--- config.mk ---
export PLATFORM = sky130hd
export DESIGN_NAME = json_string_unescape_decoder
export DESIGN_NICKNAME = d
export VERILOG_FILES = /design/src/design/jsud_pkg.sv /design/src/design/jsud_decode.sv /design/src/design/jsud_emit.sv /design/src/design/json_string_unescape_decoder.sv
export VERILOG_INCLUDE_DIRS = /design/src /design/src/design
export SDC_FILE = /design/constraint.sdc
export NUM_CORES = 1
export LEC_CHECK = 0
export ABC_AREA = 0
export BUFFER_PORTS_ARGS = -buffer_cell sky130_fd_sc_hd__buf_2
export CAP_MARGIN = 20
export CORE_MARGIN = 2
export CORE_UTILIZATION = 35
export DETAILED_ROUTE_END_ITERATION = 10
export PLACE_DENSITY = 0.6
export SLEW_MARGIN = 10
export SYNTH_ARGS = -nofsm -noshare
export SYNTH_HDL_FRONTEND = slang
export SYNTH_SLANG_ARGS = --single-unit
--- constraint.sdc ---
create_clock -name clk -period 3.53 [get_ports clk]
set_input_delay 0.706 -clock clk [delete_from_list [all_inputs] [get_ports clk]]
set_output_delay 0.706 -clock clk [all_outputs]
set_load 0.05 [all_outputs]
--- src/design/json_string_unescape_decoder_macros.svh ---
// Assertion macros for the JSON string decoder, used by jsud_emit.
`ifndef JSON_STRING_UNESCAPE_DECODER_MACROS_SVH
`define JSON_STRING_UNESCAPE_DECODER_MACROS_SVH

// Same-cycle implication, muted during reset.
`define JSUD_ASSERT_IMPL(label, clk, rst, ante, cons, msg) \
  label: assert property (@(posedge clk) disable iff (rst) (ante) |-> (cons)) \
    else $error(msg);

// Next-cycle implication, muted during reset.
`define JSUD_ASSERT_NEXT(label, clk, rst, ante, cons, msg) \
  label: assert property (@(posedge clk) disable iff (rst) (ante) |=> (cons)) \
    else $error(msg);

`endif

--- src/design/jsud_pkg.sv ---
// Shared types, codes and decode helpers for the JSON string decoder.
`timescale 1ns / 1ps
`default_nettype none

package jsud_pkg;

  localparam int OFFSET_BITS_DEF = 24;

  typedef enum logic [1:0] {
    KIND_BYTE  = 2'd0,
    KIND_CLOSE = 2'd1,
    KIND_ERROR = 2'd2
  } jsud_kind_t;

  typedef enum logic [2:0] {
    ERR_CTRL   = 3'd0,
    ERR_ESC    = 3'd1,
    ERR_UNI    = 3'd2,
    ERR_UTF8   = 3'd3,
    ERR_UNTERM = 3'd4
  } jsud_err_t;

  // Second-byte range of a multibyte sequence
  typedef enum logic [1:0] {
    BND_FULL  = 2'd0,  // 80..BF
    BND_RAISE = 2'd1,  // A0..BF or 90..BF
    BND_CUT   = 2'd2   // 80..9F or 80..8F
  } jsud_bounds_t;

  // Result group of one input transaction: up to four bytes, or one status
  typedef struct packed {
    logic [2:0]       count;
    jsud_kind_t       kind;
    logic [3:0][7:0]  bytes;
    jsud_err_t        code;
  } jsud_res_t;

  typedef struct packed {
    logic       ok;
    logic [3:0] val;
  } jsud_hex_t;

  typedef struct packed {
    logic         ok;
    logic [1:0]   rem;
    jsud_bounds_t bounds;
  } jsud_lead_t;

  typedef struct packed {
    logic [2:0]      count;
    logic [3:0][7:0] bytes;
  } jsud_enc_t;

  function automatic jsud_hex_t hex_info(input logic [7:0] b);
    jsud_hex_t h;
    h.ok  = 1'b1;
    h.val = 4'h0;
    if (b >= 8'h30 && b <= 8'h39) begin
      h.val = b[3:0];
    end else if ((b >= 8'h61 && b <= 8'h66) || (b >= 8'h41 && b <= 8'h46)) begin
      h.val = 4'(b[2:0] + 3'd1) + 4'd8;
    end else begin
      h.ok = 1'b0;
    end
    return h;
  endfunction

  function automatic jsud_lead_t lead_info(input logic [7:0] b);
    jsud_lead_t l;
    l.ok     = 1'b1;
    l.rem    = 2'd0;
    l.bounds = BND_FULL;
    if (b >= 8'hC2 && b <= 8'hDF) begin
      l.rem = 2'd1;
    end else if (b == 8'hE0) begin
      l.rem = 2'd2;
      l.bounds = BND_RAISE;
    end else if (b == 8'hED) begin
      l.rem = 2'd2;
      l.bounds = BND_CUT;
    end else if (b >= 8'hE1 && b <= 8'hEF) begin
      l.rem = 2'd2;
    end else if (b == 8'hF0) begin
      l.rem = 2'd3;
      l.bounds = BND_RAISE;
    end else if (b == 8'hF4) begin
      l.rem = 2'd3;
      l.bounds = BND_CUT;
    end else if (b >= 8'hF1 && b <= 8'hF3) begin
      l.rem = 2'd3;
    end else begin
      l.ok = 1'b0;
    end
    return l;
  endfunction

  // UTF-8 encoding of a code point, first byte in bytes[0]
  function automatic jsud_enc_t utf8_encode(input logic [20:0] cp);
    jsud_enc_t e;
    e.bytes = '0;
    if (cp <= 21'h7F) begin
      e.count    = 3'd1;
      e.bytes[0] = cp[7:0];
    end else if (cp <= 21'h7FF) begin
      e.count    = 3'd2;
      e.bytes[0] = {3'b110, cp[10:6]};
      e.bytes[1] = {2'b10, cp[5:0]};
    end else if (cp <= 21'hFFFF) begin
      e.count    = 3'd3;
      e.bytes[0] = {4'b1110, cp[15:12]};
      e.bytes[1] = {2'b10, cp[11:6]};
      e.bytes[2] = {2'b10, cp[5:0]};
    end else begin
      e.count    = 3'd4;
      e.bytes[0] = {5'b11110, cp[20:18]};
      e.bytes[1] = {2'b10, cp[17:12]};
      e.bytes[2] = {2'b10, cp[11:6]};
      e.bytes[3] = {2'b10, cp[5:0]};
    end
    return e;
  endfunction

endpackage

`default_nettype wire

--- src/design/jsud_decode.sv ---
// Decode state and per-byte next-state / result logic.
`timescale 1ns / 1ps
`default_nettype none

module jsud_decode #(
  parameter int OFFSET_BITS = jsud_pkg::OFFSET_BITS_DEF
) (
  input  wire                    clk,
  input  wire                    rst,
  input  wire                    advance,
  input  wire [7:0]              in_byte,
  input  wire                    in_end,
  output jsud_pkg::jsud_res_t    res,
  output logic [OFFSET_BITS-1:0] res_off
);
  import jsud_pkg::*;

  localparam logic [7:0] CH_QUOTE  = 8'h22;
  localparam logic [7:0] CH_BSLASH = 8'h5C;
  localparam logic [7:0] CH_SLASH  = 8'h2F;
  localparam logic [7:0] CH_B      = 8'h62;
  localparam logic [7:0] CH_F      = 8'h66;
  localparam logic [7:0] CH_N      = 8'h6E;
  localparam logic [7:0] CH_R      = 8'h72;
  localparam logic [7:0] CH_T      = 8'h74;
  localparam logic [7:0] CH_U      = 8'h75;

  typedef enum logic [3:0] {
    PH_BODY, PH_ESC, PH_HEX1, PH_WANT_BS, PH_WANT_U,
    PH_HEX2, PH_UTF8, PH_DEFER, PH_DONE
  } phase_t;

  phase_t                 phase, phase_next;
  logic [15:0]            hex_accum, hex_accum_next;
  logic [1:0]             hex_count, hex_count_next;
  logic [9:0]             high_half, high_half_next;
  logic [OFFSET_BITS-1:0] digits_start, digits_start_next;
  logic [1:0]             utf8_remaining, utf8_remaining_next;
  jsud_bounds_t           second_bounds, second_bounds_next;
  jsud_err_t              defer_code, defer_code_next;
  logic [OFFSET_BITS-1:0] defer_off, defer_off_next;
  logic [OFFSET_BITS-1:0] byte_offset, byte_offset_next;

  jsud_hex_t              hexd;
  jsud_lead_t             lead;
  jsud_enc_t              enc;
  logic [15:0]            acc_new;
  logic                   unit_done;
  logic [20:0]            cp;
  logic [7:0]             cont_lo, cont_hi;
  logic                   cont_ok;
  logic [1:0]             rem_dec;
  logic                   syn_fire;
  jsud_err_t              syn_code;
  logic                   fail_fire;
  jsud_err_t              fail_code;
  logic [OFFSET_BITS-1:0] fail_off;

  always_comb begin
    hexd      = hex_info(in_byte);
    lead      = lead_info(in_byte);
    acc_new   = (hex_count == 2'd0) ? {12'h000, hexd.val} : {hex_accum[11:0], hexd.val};
    unit_done = hexd.ok && (hex_count == 2'd3);
    if (phase == PH_HEX2) begin
      cp = 21'h10000 + {1'b0, high_half, acc_new[9:0]};
    end else begin
      cp = {5'd0, acc_new};
    end
    enc = utf8_encode(cp);

    cont_lo = 8'h80;
    cont_hi = 8'hBF;
    if (second_bounds == BND_RAISE) begin
      cont_lo = (utf8_remaining == 2'd2) ? 8'hA0 : 8'h90;
    end else if (second_bounds == BND_CUT) begin
      cont_hi = (utf8_remaining == 2'd2) ? 8'h9F : 8'h8F;
    end
    cont_ok = (in_byte >= cont_lo) && (in_byte <= cont_hi);
    rem_dec = (utf8_remaining == 2'd0) ? 2'd0 : utf8_remaining - 2'd1;
  end

  always_comb begin
    phase_next          = phase;
    hex_accum_next      = hex_accum;
    hex_count_next      = hex_count;
    high_half_next      = high_half;
    digits_start_next   = digits_start;
    utf8_remaining_next = utf8_remaining;
    second_bounds_next  = second_bounds;
    defer_code_next     = defer_code;
    defer_off_next      = defer_off;
    byte_offset_next    = byte_offset;
    res                 = '0;
    res.kind            = KIND_BYTE;
    res.code            = ERR_CTRL;
    res_off             = '0;
    syn_fire            = 1'b0;
    syn_code            = ERR_ESC;
    fail_fire           = 1'b0;
    fail_code           = ERR_CTRL;
    fail_off            = byte_offset;

    if (in_end) begin
      unique case (phase)
        PH_BODY: begin
          fail_fire = 1'b1;
          fail_code = ERR_UNTERM;
        end
        PH_ESC: begin
          fail_fire = 1'b1;
          fail_code = ERR_ESC;
        end
        PH_HEX1, PH_WANT_BS, PH_WANT_U, PH_HEX2: begin
          fail_fire = 1'b1;
          fail_code = ERR_UNI;
        end
        PH_UTF8, PH_DEFER: begin
          fail_fire = 1'b1;
          fail_code = ERR_UTF8;
        end
        default: ;
      endcase
    end else begin
      if (byte_offset != '1) begin
        byte_offset_next = byte_offset + 1'b1;
      end
      unique case (phase)
        PH_BODY: begin
          if (in_byte == CH_QUOTE) begin
            res.count  = 3'd1;
            res.kind   = KIND_CLOSE;
            phase_next = PH_DONE;
          end else if (in_byte < 8'h20) begin
            fail_fire = 1'b1;
            fail_code = ERR_CTRL;
          end else if (in_byte == CH_BSLASH) begin
            phase_next = PH_ESC;
          end else if (in_byte <= 8'h7F) begin
            res.count    = 3'd1;
            res.bytes[0] = in_byte;
          end else if (!lead.ok) begin
            fail_fire = 1'b1;
            fail_code = ERR_UTF8;
          end else begin
            res.count           = 3'd1;
            res.bytes[0]        = in_byte;
            utf8_remaining_next = lead.rem;
            second_bounds_next  = lead.bounds;
            phase_next          = PH_UTF8;
          end
        end
        PH_ESC: begin
          phase_next = PH_BODY;
          res.count  = 3'd1;
          unique case (in_byte)
            CH_QUOTE, CH_BSLASH, CH_SLASH: res.bytes[0] = in_byte;
            CH_B: res.bytes[0] = 8'h08;
            CH_F: res.bytes[0] = 8'h0C;
            CH_N: res.bytes[0] = 8'h0A;
            CH_R: res.bytes[0] = 8'h0D;
            CH_T: res.bytes[0] = 8'h09;
            CH_U: begin
              res.count      = 3'd0;
              phase_next     = PH_HEX1;
              hex_count_next = 2'd0;
              hex_accum_next = 16'h0000;
            end
            default: begin
              res.count = 3'd0;
              syn_fire  = 1'b1;
              syn_code  = ERR_ESC;
            end
          endcase
        end
        PH_HEX1, PH_HEX2: begin
          if (!hexd.ok) begin
            syn_fire = 1'b1;
            syn_code = ERR_UNI;
          end else begin
            if (hex_count == 2'd0) begin
              digits_start_next = byte_offset;
            end
            hex_accum_next = acc_new;
            hex_count_next = hex_count + 2'd1;
            if (unit_done) begin
              if (phase == PH_HEX1) begin
                if (acc_new >= 16'hDC00) begin
                  if (acc_new <= 16'hDFFF) begin
                    fail_fire = 1'b1;
                    fail_code = ERR_UNI;
                    fail_off  = digits_start;
                  end else begin
                    res.count  = enc.count;
                    res.bytes  = enc.bytes;
                    phase_next = PH_BODY;
                  end
                end else if (acc_new >= 16'hD800) begin
                  high_half_next = acc_new[9:0];
                  phase_next     = PH_WANT_BS;
                end else begin
                  res.count  = enc.count;
                  res.bytes  = enc.bytes;
                  phase_next = PH_BODY;
                end
              end else if (acc_new < 16'hDC00 || acc_new > 16'hDFFF) begin
                fail_fire = 1'b1;
                fail_code = ERR_UNI;
                fail_off  = digits_start;
              end else begin
                res.count  = enc.count;
                res.bytes  = enc.bytes;
                phase_next = PH_BODY;
              end
            end
          end
        end
        PH_WANT_BS: begin
          if (in_byte == CH_BSLASH) begin
            phase_next = PH_WANT_U;
          end else begin
            syn_fire = 1'b1;
            syn_code = ERR_UNI;
          end
        end
        PH_WANT_U: begin
          if (in_byte == CH_U) begin
            phase_next     = PH_HEX2;
            hex_count_next = 2'd0;
            hex_accum_next = 16'h0000;
          end else begin
            syn_fire = 1'b1;
            syn_code = ERR_UNI;
          end
        end
        PH_UTF8, PH_DEFER: begin
          if (!cont_ok) begin
            fail_fire = 1'b1;
            fail_code = ERR_UTF8;
          end else begin
            if (phase == PH_UTF8) begin
              res.count    = 3'd1;
              res.bytes[0] = in_byte;
            end
            second_bounds_next  = BND_FULL;
            utf8_remaining_next = rem_dec;
            if (rem_dec == 2'd0) begin
              if (phase == PH_DEFER) begin
                fail_fire = 1'b1;
                fail_code = defer_code;
                fail_off  = defer_off;
              end else begin
                phase_next = PH_BODY;
              end
            end
          end
        end
        default: ;
      endcase

      // A syntax error at a high byte waits for that byte's UTF-8 sequence
      if (syn_fire) begin
        if (in_byte < 8'h80) begin
          fail_fire = 1'b1;
          fail_code = syn_code;
        end else if (!lead.ok) begin
          fail_fire = 1'b1;
          fail_code = ERR_UTF8;
        end else begin
          utf8_remaining_next = lead.rem;
          second_bounds_next  = lead.bounds;
          defer_code_next     = syn_code;
          defer_off_next      = byte_offset;
          phase_next          = PH_DEFER;
        end
      end
    end

    if (fail_fire) begin
      res.count    = 3'd1;
      res.kind     = KIND_ERROR;
      res.bytes    = '0;
      res.code     = fail_code;
      res_off      = fail_off;
      phase_next   = PH_DONE;
    end

    // End of text: back to a fresh string body
    if (in_end) begin
      phase_next          = PH_BODY;
      hex_accum_next      = 16'h0000;
      hex_count_next      = 2'd0;
      high_half_next      = 10'd0;
      digits_start_next   = '0;
      utf8_remaining_next = 2'd0;
      second_bounds_next  = BND_FULL;
      defer_code_next     = ERR_CTRL;
      defer_off_next      = '0;
      byte_offset_next    = '0;
    end
  end

  always_ff @(posedge clk) begin
    if (rst) begin
      phase          <= PH_BODY;
      hex_accum      <= 16'h0000;
      hex_count      <= 2'd0;
      high_half      <= 10'd0;
      digits_start   <= '0;
      utf8_remaining <= 2'd0;
      second_bounds  <= BND_FULL;
      defer_code     <= ERR_CTRL;
      defer_off      <= '0;
      byte_offset    <= '0;
    end else if (advance) begin
      phase          <= phase_next;
      hex_accum      <= hex_accum_next;
      hex_count      <= hex_count_next;
      high_half      <= high_half_next;
      digits_start   <= digits_start_next;
      utf8_remaining <= utf8_remaining_next;
      second_bounds  <= second_bounds_next;
      defer_code     <= defer_code_next;
      defer_off      <= defer_off_next;
      byte_offset    <= byte_offset_next;
    end
  end

endmodule

`default_nettype wire

--- src/design/jsud_emit.sv ---
// Result register: holds one result group and sends it out a byte per transaction.
`timescale 1ns / 1ps
`default_nettype none
`include "json_string_unescape_decoder_macros.svh"

module jsud_emit #(
  parameter int OFFSET_BITS = jsud_pkg::OFFSET_BITS_DEF,
  parameter int TDATA_W     = ((11 + OFFSET_BITS + 7) / 8) * 8
) (
  input  wire                          clk,
  input  wire                          rst,
  input  wire                          load,
  input  jsud_pkg::jsud_res_t          res,
  input  wire [OFFSET_BITS-1:0]        res_off,
  output logic                         load_ready,
  output logic                         m_tvalid,
  input  wire                          m_tready,
  output logic [TDATA_W-1:0]           m_tdata,
  output logic [1:0]                   m_tuser,
  output logic                         m_tlast
);
  import jsud_pkg::*;

  logic                   valid;
  logic [2:0]             rem;
  jsud_kind_t             kind;
  logic [3:0][7:0]        bytes;
  jsud_err_t              code;
  logic [OFFSET_BITS-1:0] offset;

  assign m_tvalid   = valid;
  assign m_tlast    = (rem == 3'd1);
  assign m_tuser    = kind;
  assign m_tdata    = TDATA_W'({offset, code, bytes[0]});
  assign load_ready = !valid || (m_tready && (rem == 3'd1));

  always_ff @(posedge clk) begin
    if (rst) begin
      valid <= 1'b0;
      rem   <= 3'd0;
    end else if (load && load_ready && (res.count != 3'd0)) begin
      valid <= 1'b1;
      rem   <= res.count;
    end else if (valid && m_tready) begin
      // drop the group after its last byte, else advance
      valid <= (rem != 3'd1);
      rem   <= rem - 3'd1;
    end
  end

  always_ff @(posedge clk) begin
    if (load && load_ready && (res.count != 3'd0)) begin
      kind   <= res.kind;
      bytes  <= res.bytes;
      code   <= res.code;
      offset <= res_off;
    end else if (valid && m_tready) begin
      bytes <= {8'h00, bytes[3:1]};
    end
  end

  `JSUD_ASSERT_IMPL(a_load_when_free, clk, rst, load && (res.count != 3'd0), !valid || (m_tready && (rem == 3'd1)), "group loaded over a pending one")
  `JSUD_ASSERT_IMPL(a_rem_range, clk, rst, valid, (rem != 3'd0) && (rem <= 3'd4), "result count out of range")
  `JSUD_ASSERT_IMPL(a_status_alone, clk, rst, valid && (kind != KIND_BYTE), rem == 3'd1, "close or error not alone")
  `JSUD_ASSERT_NEXT(a_rem_steps, clk, rst, valid && m_tready && (rem != 3'd1), valid && (rem == $past(rem) - 3'd1), "group lost or skipped a byte")

endmodule

`default_nettype wire

--- src/design/json_string_unescape_decoder.sv ---
// Top level of the JSON string body decoder.
// Decodes a JSON string body (bytes after the opening quote) into UTF-8 bytes,
// one input byte per transaction with tlast marking end of text. Each input
// transaction gives zero to four result transactions; the last one of them
// carries tlast. A byte that yields at most one result moves at one per cycle
// while m_tready is high; a \u escape that expands to n UTF-8 bytes holds the
// input until the result register, which sends one byte per cycle while m_tready
// is high, has sent them all. Path: input register, then result register.
// After a close or an error, bytes give no results until tlast returns the
// decoder to a fresh string. Error offsets saturate at 2^OFFSET_BITS-1.
`timescale 1ns / 1ps
`default_nettype none

module json_string_unescape_decoder #(
  parameter int OFFSET_BITS = jsud_pkg::OFFSET_BITS_DEF,
  parameter int TDATA_W     = ((11 + OFFSET_BITS + 7) / 8) * 8
) (
  input  wire                clk,
  input  wire                rst,
  input  wire                s_tvalid,
  output logic               s_tready,
  input  wire [7:0]          s_tdata,   // [7:0] in_byte
  input  wire                s_tlast,   // text_end
  output logic               m_tvalid,
  input  wire                m_tready,
  output logic [TDATA_W-1:0] m_tdata,   // [7:0] out_byte, [10:8] error_code,
                                        // [10+OFFSET_BITS:11] error_offset, zero pad
  output logic [1:0]         m_tuser,   // [1:0] kind
  output logic               m_tlast    // last
);
  import jsud_pkg::*;

  logic                   in_valid;
  logic [7:0]             in_byte;
  logic                   in_end;
  logic                   load_ready;
  logic                   advance;
  jsud_res_t              res;
  logic [OFFSET_BITS-1:0] res_off;

  assign advance  = in_valid && load_ready;
  assign s_tready = !in_valid || load_ready;

  always_ff @(posedge clk) begin
    if (rst) begin
      in_valid <= 1'b0;
    end else if (s_tready) begin
      in_valid <= s_tvalid;
    end
  end

  always_ff @(posedge clk) begin
    if (s_tvalid && s_tready) begin
      in_byte <= s_tdata;
      in_end  <= s_tlast;
    end
  end

  jsud_decode #(
    .OFFSET_BITS (OFFSET_BITS)
  ) u_decode (
    .clk     (clk),
    .rst     (rst),
    .advance (advance),
    .in_byte (in_byte),
    .in_end  (in_end),
    .res     (res),
    .res_off (res_off)
  );

  jsud_emit #(
    .OFFSET_BITS (OFFSET_BITS),
    .TDATA_W     (TDATA_W)
  ) u_emit (
    .clk        (clk),
    .rst        (rst),
    .load       (advance),
    .res        (res),
    .res_off    (res_off),
    .load_ready (load_ready),
    .m_tvalid   (m_tvalid),
    .m_tready   (m_tready),
    .m_tdata    (m_tdata),
    .m_tuser    (m_tuser),
    .m_tlast    (m_tlast)
  );

endmodule

`default_nettype wire

Word-level counts from Yosys, hierarchy flattened
Cells that the tools add are included.
Word-level totals
  output and inout port bits: 45
  input bits: 13
  register bits after elaboration: 182
  logic and storage cells: 360
Cells by class
  magnitude comparators: 25
  bitwise gates (word level): 1
  reductions and logical operators: 50
  mux-type cells: 223
  add/subtract/negate cells: 7
  eq/ne operators: 31
Operators with widths (number)
  24-bit two-way mux: 24
  32-bit two-way mux: 9
  4-bit two-way mux: 30
  3-bit two-way mux: 35
  8-bit two-way mux: 12
  2-bit two-way mux: 40
  10-bit two-way mux: 7
  8-bit by 7-bit == test with 1-bit output, second input constant: 7
  16-bit two-way mux: 3
  24-bit one-hot mux with 2 select lines: 1
  8-bit one-hot mux with 6 select lines: 1
  1-bit two-way mux: 40
  40-bit two-way mux: 1
  37-bit two-way mux: 1
  12-bit two-way mux: 3
  8-bit == test, second input constant: 4
  16-bit greater-or-equal comparator, second input constant: 2
  8-bit one-hot mux with 4 select lines: 1
  24-bit by 1-bit adder with 24-bit output, second input constant: 1
  8-bit greater-or-equal comparator, second input constant: 3
  8-bit by 7-bit less-or-equal comparator with 1-bit output, second input constant: 3
  8-bit less-or-equal comparator, second input constant: 3
  24-bit != test, second input constant: 1
  12-bit one-hot mux with 2 select lines: 1
  other kinds (55): 104

Longest topological paths before layout
Gate-level depths: netlist of the first run.
  word-level depth: 25
  mapped depth: 13
  depth with buffers taken out: 11

Cells and area by module
Synthesis of the first run repeated with hierarchy kept, for this count alone.
Second synthesis, totals
  cell total of the unflattened synthesis: 1086
  area, all modules: 10179.8 um2
By module, submodules not included
  jsud_decode: sequential area each 2122.0 um2, times used 1, cells each 932, area each 7198.2 um2
  jsud_emit: sequential area each 1911.8 um2, times used 1, cells each 139, area each 2648.8 um2
  json_string_unescape_decoder: sequential area each 290.3 um2, times used 1, cells each 15, area each 332.8 um2

Worst setup path after synthesis of the first run
No wires, ideal clock.
  path type: register to register
  from: register in_byte[0]
  to: register u_emit.bytes[10] (netlist name), enable pin
  arrival: 3.282 ns
  cell stages (with the launch flop): 12
  path slack: -0.143 ns
  path through: edfxtp_1 > inv_1 > ha_1 > mux2_4 > and3_4 > or3_4 > or3_1 > buf_2 > and2_4 > a31o_1 > buf_6 > nand3_1
Between the ends
  word-level cells in the longest chain between the ends: 23
Ends and longest elaborated chain
  start, declared: line json_string_unescape_decoder.sv:34  | logic [7:0] in_byte;
  start signal, assigned: line json_string_unescape_decoder.sv:54  | in_byte <= s_tdata;
  parallel branches: the longest is 19 deep, another holds 17-bit by 20-bit adder with 21-bit output
  40-bit two-way mux *: line jsud_decode.sv:278  | if (fail_fire) begin
  3-bit nonzero test *: line jsud_emit.sv:52  | if (load && load_ready && (res.count != 3'd0)) begin
  1-bit logical AND *: line jsud_emit.sv:52
  2-bit nonzero test (no source line) *
  end signal, assigned: line jsud_emit.sv:54  | bytes <= res.bytes;
  end signal, assigned: line jsud_emit.sv:58  | bytes <= {8'h00, bytes[3:1]};
  end, declared: line jsud_emit.sv:27  | logic [3:0][7:0] bytes;
Mark *: on every way between the ends. The select of a mux whose other input is x is not followed.
A chain may end at the register's enable or synchronous reset.

Final worst setup path of the first run
  from: register in_byte[0]
  to: register u_emit.bytes[13] (netlist name), data pin
Between the ends
  word-level cells in the longest chain between the ends: 23
Ends and longest elaborated chain (line)
  parallel branches: the longest is 19 deep, another holds 17-bit by 20-bit adder with 21-bit output
  40-bit two-way mux *: jsud_decode.sv:278
  3-bit nonzero test / 37-bit two-way mux (equally long branches): jsud_emit.sv:52, jsud_decode.sv:103
  1-bit logical AND / 40-bit two-way mux (equally long branches): jsud_emit.sv:52, jsud_decode.sv:278
  32-bit two-way mux *: jsud_emit.sv:52
Marked as above.

==> results_dict.tcl, run 1 <==
set metrics [dict create \
    dp_hpwl_mm 19.3 \
    nets 1176 \
    setup_violations 0 \
    cpLargestDelayFamily "simple AND/OR/NAND/NOR gates" \
    grt_first_pass_wirelength_mm 45.1 \
    rows 61 \
    timing.fmax_ghz 0.289 \
    wl_per_cell_um 18.3 \
    maxCapViolCount 0 \
    initial_core_util_pct 35.7 \
    cts_sinks 178 \
    grt_pass1_vias 8126 \
    fillers 2763 \
    utilization_pct 41.3 \
    drive_above_1_share_pct 19.6 \
    finalMaxSlewViolations 0 \
    fin_crit_ns 3.46 \
    place_area_mm2 0.0108 \
    grt_antenna_before_repair 0 \
    routed-via-count 8566 \
    cp_slowest_cell "edfxtp_1" \
    track_usage_pct 18.7 \
    cts_tree "built" \
    cpPeakStageDelay_ns 0.45 \
    grt_max_degree 44 \
    p_seq_share_pct 45.7 \
    crit_fanout 14 \
    path_buf_inv 2 \
    finalClockSkew_ns 0.0124 \
    dieHeight_um 173 \
    power.total_mw 5.00 \
    yosysWarningCount 0 \
    postRouteAntennaNets 0 \
    status "finished clean" \
    pwr-share-clk_pct 40.2 \
    ys_seq_area_share_pct 42.6 \
    routed_via_density 5.57 \
    critPathLaunchType "register" \
    place.gp.congestion 0.914 \
    route.detailed.drc 0 \
    post-route-period-util_pct 98.1 \
    wirelength_mm 28.2 \
    n_antenna_cell 0 \
    top_level_ports 58 \
    hold_start "s_tdata[7]" \
    yosysTopAreaCellShare_pct 22.4 \
    drtPass1Iterations 7 \
    insertion_delay_ns 0.44 \
    ir_drop_mv 0.300 \
    synth-seq-cells 178 \
    final_cell_area_mm2 0.0115 \
    powerDensity_mw_per_mm2 434 \
    worst_slew_pin_slew_ns 0.980 \
    port_buffers 52 \
    worst_slack_ns 0.0688 \
    hold-path-endpoint "in_byte[7]" \
    synth_area_leaders "dfxtp_1, edfxtp_1, nor2_1, a21oi_1, nand2_1" \
    syn_inst 1095 \
    clockBufferDepth 2 \
    dieArea_mm2 0.0298 \
    slew_headroom_pct 34.4 \
    grt-ovfl-total 0 \
    worstPathCellList "inv_1 > ha_1 > mux2_4 > and3_4 > or3_4 > or3_1 > and2_4 > a31o_1 > nand2_4 > buf_12 > mux2_4" \
    cts_root_buf "clkbuf_16" \
    synth_common_cells "nor2_1, dfxtp_1, a21oi_1" \
    syn_to_final_growth_pct 15.7 \
    clkSlewWorstSetupHoldPaths_ns 0.07 \
    path_class "reg -> reg" \
    synth_edf_count 67 \
    drtIter0Drc 895 \
    worst_setup_path_end_kind "register" \
    p_switching_mw 1.44 \
    synth_ff_type "dfxtp_1" \
    fp.coreArea_mm2 0.0279 \
    hold_viol 0 \
    arrival_ns 3.65 \
    leakagePower_nw 4.14 \
    p_sw_share_pct 28.8 \
    yosys.area.top_type "dfxtp_1" \
    min_path_cells 1 \
    avgSynthCellArea_um2 9.08 \
    intPower_mw 3.56 \
    tns_ns 0 \
    hold_class "in -> reg" \
    async_reset_ff_share_pct 0 \
    htreeDepth 4 \
    reg2reg_to "u_emit.bytes[13]" \
    die_x_um 173 \
    preCtsSetupSlack_ns 0.0371 \
    numCtsBuffers 17 \
    rrSetupSlack_ns 0.07 \
    combPwrFrac_pct 14.2 \
    rr_worst_depth 11 \
    synth.most_common_cell "nor2_1" \
    synth.distinct_cells 94 \
    crit_required_ns 3.72 \
    syn-cell-area_mm2 0.00994 \
    r2r_start "in_byte[0]" \
    path_common_cell "mux2_4" \
    hold_buffers 0 \
]
==> repair_timing <==
action / in CTS / in global routing
gates resized for setup: 0 / 4
endpoints found under the setup margin: 0 / 95
setup buffers: 0 / 3
==> worst max-delay path by stage <==
stage          startpoint                to  depth (start not counted)
2_1_floorplan  in_byte[0]  u_emit.bytes[18]                         13
6_report       in_byte[0]  u_emit.bytes[13]                         11
5_1_grt        in_byte[0]  u_emit.bytes[23]                         11
3_5_place_dp   in_byte[0]  u_emit.bytes[17]                         11
3_3_place_gp   in_byte[0]  u_emit.bytes[18]                         11
4_1_cts        in_byte[0]   u_emit.bytes[8]                         11
==> state kept, by name (all words and copies together), names as in the netlist <==
register	cells
in_byte	8
in_end	1
in_valid	1
u_decode.byte_offset	24
u_decode.defer_code	2
u_decode.defer_off	24
u_decode.digits_start	24
u_decode.hex_accum	12
u_decode.hex_count	2
u_decode.high_half	10
u_decode.phase	4
u_decode.second_bounds	2
u_decode.utf8_remaining	2
u_emit.bytes	21
u_emit.code	3
u_emit.m_tdata	8
u_emit.m_tuser	2
u_emit.m_tvalid	1
u_emit.offset	24
u_emit.rem	3
==> routing by layer <==
metal  vias to the layer above  track usage (%)  part of all wire, %
met5                         -                0                    0
met4                         0             6.02                  1.7
met3                        42             3.23                  6.2
met2                       276             29.9                   46
met1                      4154             25.7                   46
li1                       4094                -                    -
==> placed cells by master, fill, tap and decap left out, types with 5 or more instances in the layout <==
cell	n
nand2b_1	15
clkbuf_16	19
buf_2	52
a222oi_1	13
nor3b_1	6
a31oi_1	8
nor2_1	153
xnor2_1	16
mux2i_1	30
o22a_1	6
o21ai_1	6
a21oi_1	90
nand4_1	12
nor4_1	5
nor3_1	20
nor2b_1	14
ha_1	15
mux2_2	17
o21ai_0	28
or3_1	11
conb_1	5
and2_1	14
buf_12	5
xor2_1	9
a2bb2oi_1	5
and3_1	9
inv_1	20
buf_4	70
o22ai_1	13
edfxtp_1	67
dfxtp_1	111
nand3_1	43
mux2_4	19
a22oi_1	41
nand2_1	86
and4_1	7
==> kinds of logic (layout without fill, tap and decap cells) <==
logic type                 count (synthesis)  in the layout  share of synthesized area, %
xor gates and xnor gates                  25             25                          2.20
DFF                                      178            178                          42.6
buffers and inverters                    117            179                          5.61
muxes                                     66             66                          7.82
other                                      1              5                        0.0377
adders and majority gates                 15             15                          1.89
and+or+nand+nor                          422            422                          21.1
AOI/OAI and AO/OA                        271            271                          18.7
==> metrics by stage <==
stage | cells | hold WS [ns]
finish | 1539 | 0.434
global route | 1539 | 0.425
CTS | 1536 | 0.422
detailed placement | 1504 | 0.445
global placement | 1504 | 0.436
floorplan | 1099 | 0.429
==> final cells by class <==
class | instances | area, um^2 | share of cell area (%)
repair buffers | 127 | 886 | 7.70
multi-input cells | 804 | 5200 | 45.2
clock buffers | 19 | 475 | 4.13
well taps | 378 | 473 | 4.11
inverters | 20 | 75.1 | 0.653
flip-flops and latches | 178 | 4230 | 36.8
clock inverters | 13 | 160 | 1.39
==> power by group through the flow <==
stage	logic, mW	clock network (mW)	registers, mW
after detailed placement	0.699	0	2.33
final	0.708	2.01	2.28
after floorplan	0.415	0	2.42
after CTS	0.702	2.04	2.28
after global routing	0.753	2.11	2.29
after global placement	0.698	0	2.33
(Power assumes the default switching activity.)
==> run 2: changes to the inputs <==
==> constraint.sdc (replaced) <==
create_clock -name clk -period 2.8 [get_ports clk]
set_input_delay 0.56 -clock clk [delete_from_list [all_inputs] [get_ports clk]]
set_output_delay 0.56 -clock clk [all_outputs]
set_load 0.05 [all_outputs]
==> results_dict.tcl, run 2 (synthesized netlist as in run 1, its figures left out) <==
set metrics [dict create \
    fin_crit_ns 3.12 \
    utilization_pct 49.5 \
    post-route-period-util_pct 111 \
    dp_hpwl_mm 20.8 \
    track_usage_pct 21.3 \
    insertion_delay_ns 0.45 \
    numCtsBuffers 17 \
    cpPeakStageDelay_ns 0.47 \
    cpLargestDelayFamily "simple AND/OR/NAND/NOR gates" \
    crit_fanout 7 \
    n_antenna_cell 0 \
    place_area_mm2 0.0119 \
    path_buf_inv 2 \
    powerDensity_mw_per_mm2 478 \
    top_level_ports 58 \
    grt_antenna_before_repair 0 \
    postRouteAntennaNets 0 \
    maxCapViolCount 0 \
    port_buffers 52 \
    finalClockSkew_ns 0.00989 \
    setup_violations 156 \
    hold_buffers 0 \
    fillers 2516 \
    status "complete, but fails checks" \
    worst_slew_pin_slew_ns 0.715 \
    grt-ovfl-total 0 \
    wirelength_mm 32.7 \
    routed-via-count 9353 \
    cts_tree "built" \
    p_sw_share_pct 29.0 \
    critPathLaunchType "register" \
    combPwrFrac_pct 18.7 \
    worstPathCellList "inv_4 > ha_4 > mux2_4 > and3_4 > or3_4 > or3_4 > and2_4 > a31o_4 > nand2_8 > buf_12 > mux2_4" \
    finalMaxSlewViolations 0 \
    drtPass1Iterations 6 \
    initial_core_util_pct 35.7 \
    grt_pass1_vias 9031 \
    intPower_mw 4.68 \
    fp.coreArea_mm2 0.0279 \
    drive_above_1_share_pct 35.4 \
    slew_headroom_pct 52.4 \
    pwr-share-clk_pct 37.6 \
    violations "negative setup slack" \
    hold_viol 0 \
    final_common_cell "buf_4" \
    hold_class "in -> reg" \
    arrival_ns 3.32 \
    crit_required_ns 3.00 \
    dieHeight_um 173 \
    wl_per_cell_um 19.3 \
    worst_setup_path_end_kind "register" \
    ir_drop_mv 0.461 \
    route.detailed.drc 0 \
    leakagePower_nw 5.26 \
    preCtsSetupSlack_ns -0.378 \
    rows 61 \
    grt_first_pass_wirelength_mm 50.7 \
    timing.fmax_ghz 0.320 \
    clockBufferDepth 2 \
    power.total_mw 6.59 \
    htreeDepth 4 \
    clkSlewWorstSetupHoldPaths_ns 0.07 \
    cp_slowest_cell "edfxtp_1" \
    cts_root_buf "clkbuf_16" \
    final_cell_area_mm2 0.0138 \
    grt_max_degree 41 \
    tns_ns -33.58 \
    dieArea_mm2 0.0298 \
    p_seq_share_pct 43.7 \
    place.gp.congestion 0.894 \
    syn_to_final_growth_pct 38.7 \
    path_class "reg -> reg" \
    routed_via_density 5.52 \
    cts_sinks 178 \
    worst_slack_ns -0.320 \
    drtIter0Drc 920 \
    final_cell_mix "buf_4, nor2_1, dfxtp_1, nand2_1, a21oi_1" \
    p_switching_mw 1.91 \
    die_x_um 173 \
    nets 1330 \
    rsz0062_at_grt "true" \
]
run 2: cell count changes in the layout (fill, tap and decap cells not counted), sizes merged:
| cell | change |
|---|---|
| buf | +148 |
| inv | +1 |
| clkinv | -3 |
| clkbuf | +8 |
run 2: power by group through the flow:
stage	clock (mW)	sequential (mW)	combinational, mW
global route	2.60	2.89	1.30
global placement	0	2.93	1.01
detailed placement	0	2.93	1.02
finish	2.48	2.88	1.23
floorplan	0	3.05	0.534
CTS	2.49	2.88	1.18
run 2: through the flow:
stage	cells	hold slack, ns
global route	1693	0.270
global placement	1616	0.436
finish	1693	0.283
floorplan	1099	0.429
CTS	1678	0.275
detailed placement	1616	0.443
run 2: final cells by class:
| cell class | instances | area, um^2 | area share, % |
|---|---|---|---|
| multi-input combinational | 804 | 5840 | 42.3 |
| sequential | 178 | 4240 | 30.7 |
| timing repair buffer | 281 | 2560 | 18.6 |
| clock buffer | 21 | 482 | 3.49 |
| tap | 378 | 473 | 3.43 |
| clock inverter | 11 | 116 | 0.844 |
| inverter | 20 | 77.6 | 0.563 |
run 2: final timing paths:
path                                           startpoint                         to  slack (ns)  cells after the start
worst max register to register                 in_byte[0]           u_emit.bytes[19]       -0.32                     11
worst min-delay path                           s_tdata[5]                 in_byte[5]        0.28                      1
worst max-delay path                           in_byte[0]           u_emit.bytes[19]       -0.32                     11
worst min register to register  u_decode.digits_start[14]  u_decode.digits_start[14]        0.45                      2
run 2: metal layers:
layer  global-route usage (%)  share of wire (%)  vias up
met1                     29.0                 45     4639
li1                         -                  -     4403
met4                     6.52                1.7        0
met3                     4.05                5.7       38
met5                        0                  0        -
met2                     34.1                 47      273
run 2: repair_timing:
| item | in CTS | in global routing |
|---|---|---|
| setup buffers | 22 | 13 |
| pin swaps | 53 | 30 |
| gates cloned | 9 | 7 |
| setup endpoints to repair | 178 | 192 |
| gates resized for setup | 127 | 38 |
==> run 3: changes to the inputs <==
--- a/config.mk
+++ b/config.mk
@@ -9,10 +9,11 @@
 export ABC_AREA = 0
 export BUFFER_PORTS_ARGS = -buffer_cell sky130_fd_sc_hd__buf_2
 export CAP_MARGIN = 20
-export CORE_MARGIN = 2
+export CORE_ASPECT_RATIO = 1.75
+export CORE_MARGIN = 3
 export CORE_UTILIZATION = 35
 export DETAILED_ROUTE_END_ITERATION = 10
-export PLACE_DENSITY = 0.6
+export PLACE_DENSITY = 0.58
 export SLEW_MARGIN = 10
 export SYNTH_ARGS = -nofsm -noshare
 export SYNTH_HDL_FRONTEND = slang
==> constraint.sdc (replaced) <==
create_clock -name clk -period 3.9 [get_ports clk]
set_input_delay 0.78 -clock clk [delete_from_list [all_inputs] [get_ports clk]]
set_output_delay 0.78 -clock clk [all_outputs]
set_load 0.05 [all_outputs]
==> results_dict.tcl, run 3 (synthesized netlist as in run 1, its figures left out) <==
set metrics [dict create \
    route.detailed.drc 0 \
    cpLargestDelayFamily "compound AO/OA/AOI/OAI gates" \
    track_usage_pct 19.9 \
    finalClockSkew_ns 0.0199 \
    syn_to_final_growth_pct 12.8 \
    top_level_ports 58 \
    rrSetupSlack_ns 0.16 \
    leakagePower_nw 3.99 \
    cpPeakStageDelay_ns 0.52 \
    final_cell_area_mm2 0.0112 \
    r2r_start "in_byte[1]" \
    final_cell_mix "nor2_1, dfxtp_1, a21oi_1, nand2_1, edfxtp_1" \
    worstPathCellList "inv_1 > ha_1 > or4b_4 > o2111ai_2 > o211ai_2 > o221a_2 > and2_4 > a31o_2 > nand2_4 > buf_12" \
    routed_via_density 5.69 \
    place_area_mm2 0.0106 \
    path_buf_inv 2 \
    grt-ovfl-total 0 \
    rsz0062_at_grt "false" \
    cts_root_buf "clkbuf_16" \
    wirelength_mm 30.5 \
    numCtsBuffers 17 \
    cts_tree "built" \
    htreeDepth 4 \
    drive_above_1_share_pct 17.2 \
    tns_ns 0 \
    clkSlewWorstSetupHoldPaths_ns 0.07 \
    hold_start "u_decode.digits_start[16]" \
    finalMaxSlewViolations 0 \
    post-route-period-util_pct 95.9 \
    fp.coreArea_mm2 0.0280 \
    cts_sinks 178 \
    crit_required_ns 4.04 \
    dieHeight_um 229 \
    crit_fanout 30 \
    dp_hpwl_mm 21.8 \
    port_buffers 52 \
    critPathLaunchType "register" \
    place.gp.congestion 0.924 \
    hold_class "reg -> reg" \
    min_path_cells 2 \
    path_class "reg -> reg" \
    drtPass1Iterations 6 \
    preCtsSetupSlack_ns 0.156 \
    worst_slack_ns 0.160 \
    grt_pass1_vias 8437 \
    hold_viol 0 \
    powerDensity_mw_per_mm2 398 \
    maxCapViolCount 0 \
    n_antenna_cell 0 \
    grt_first_pass_wirelength_mm 47.6 \
    nets 1147 \
    ir_drop_mv 0.350 \
    postRouteAntennaNets 0 \
    insertion_delay_ns 0.46 \
    cts_post_setup_buffers_inserted 0 \
    worst_slew_pin_slew_ns 0.871 \
    arrival_ns 3.88 \
    routed-via-count 8558 \
    dieArea_mm2 0.0305 \
    grt_antenna_before_repair 0 \
    cp_slowest_cell "edfxtp_1" \
    fin_crit_ns 3.74 \
    worst_setup_path_end_kind "register" \
    reg2reg_to "u_emit.offset[13]" \
    final_common_cell "nor2_1" \
    initial_core_util_pct 35.5 \
    wl_per_cell_um 20.3 \
    drtIter0Drc 674 \
    setup_violations 0 \
    timing.fmax_ghz 0.267 \
    slew_headroom_pct 41.8 \
    status "finished clean" \
    die_x_um 133 \
    grt_max_degree 54 \
    rows 81 \
    hold-path-endpoint "u_decode.digits_start[16]" \
    clockBufferDepth 2 \
    rr_worst_depth 10 \
]
-- run 3: cell types whose count changed in the layout (fill, tap and decap cells not counted), sizes merged --
cell    delta
buf      -177
clkbuf     -1
clkinv     +1
inv        -6
-- run 3: worst min-delay path, stage by stage, from the launching register on --
cell and delay, ns:
dfxtp_1 0.31, nand2_1 0.05, a21oi_1 0.05
-- run 3: area by class of cell --
class	count	area, um^2
Clock inverter	6	66.3
Timing Repair Buffer	98	656
Sequential cell	178	4230
Fill cell	2871	16800
Tap cell	373	467
Clock buffer	26	544
Multi-Input combinational cell	804	5170
Inverter	20	75.1
-- run 3: worst max path at each step --
stage,endpoint,from,cells past startpoint,slack [ns]
floorplan,u_emit.bytes[10],in_byte[0],11,0.23
CTS,u_emit.offset[15],u_decode.utf8_remaining[1],11,0.15
finish,u_emit.offset[13],in_byte[1],10,0.16
global placement,u_emit.offset[13],u_decode.utf8_remaining[1],11,0.23
detailed placement,u_emit.offset[15],u_decode.utf8_remaining[1],11,0.16
global route,u_emit.offset[15],in_byte[1],10,0.03
-- run 3: repair_timing --
item	in CTS	in global routing
endpoints found under the setup margin	0	45
gates resized for setup	0	2
hold buffers	0	0
-- run 3: per-stage QoR --
stage	power, mW	hold slack, ns	cells	util, %
CTS	4.50	0.452	1505	40.1
global placement	2.73	0.435	1473	37.9
detailed placement	2.73	0.444	1473	37.9
floorplan	2.57	0.429	1099	-
finish	4.47	0.451	1505	40.1
global route	4.61	0.470	1505	40.1
-- run 3: where the power goes --
part | leakage (nW) | internal, mW | total, mW | switching (mW)
Sequential | 1.52 | 2.03 | 2.08 | 0.0491
Combinational | 2.16 | 0.184 | 0.618 | 0.434
Clock | 0.305 | 1.03 | 1.78 | 0.746
-- run 3: layer usage --
layer,part of all wire (%),vias up,routed length [um],track usage (%)
li1,-,4033,-,-
met1,36,4123,11000,20.6
met2,53,297,16200,35.9
met3,4.0,105,1230,3.08
met4,6.6,0,2020,14.4
met5,0,-,0,0
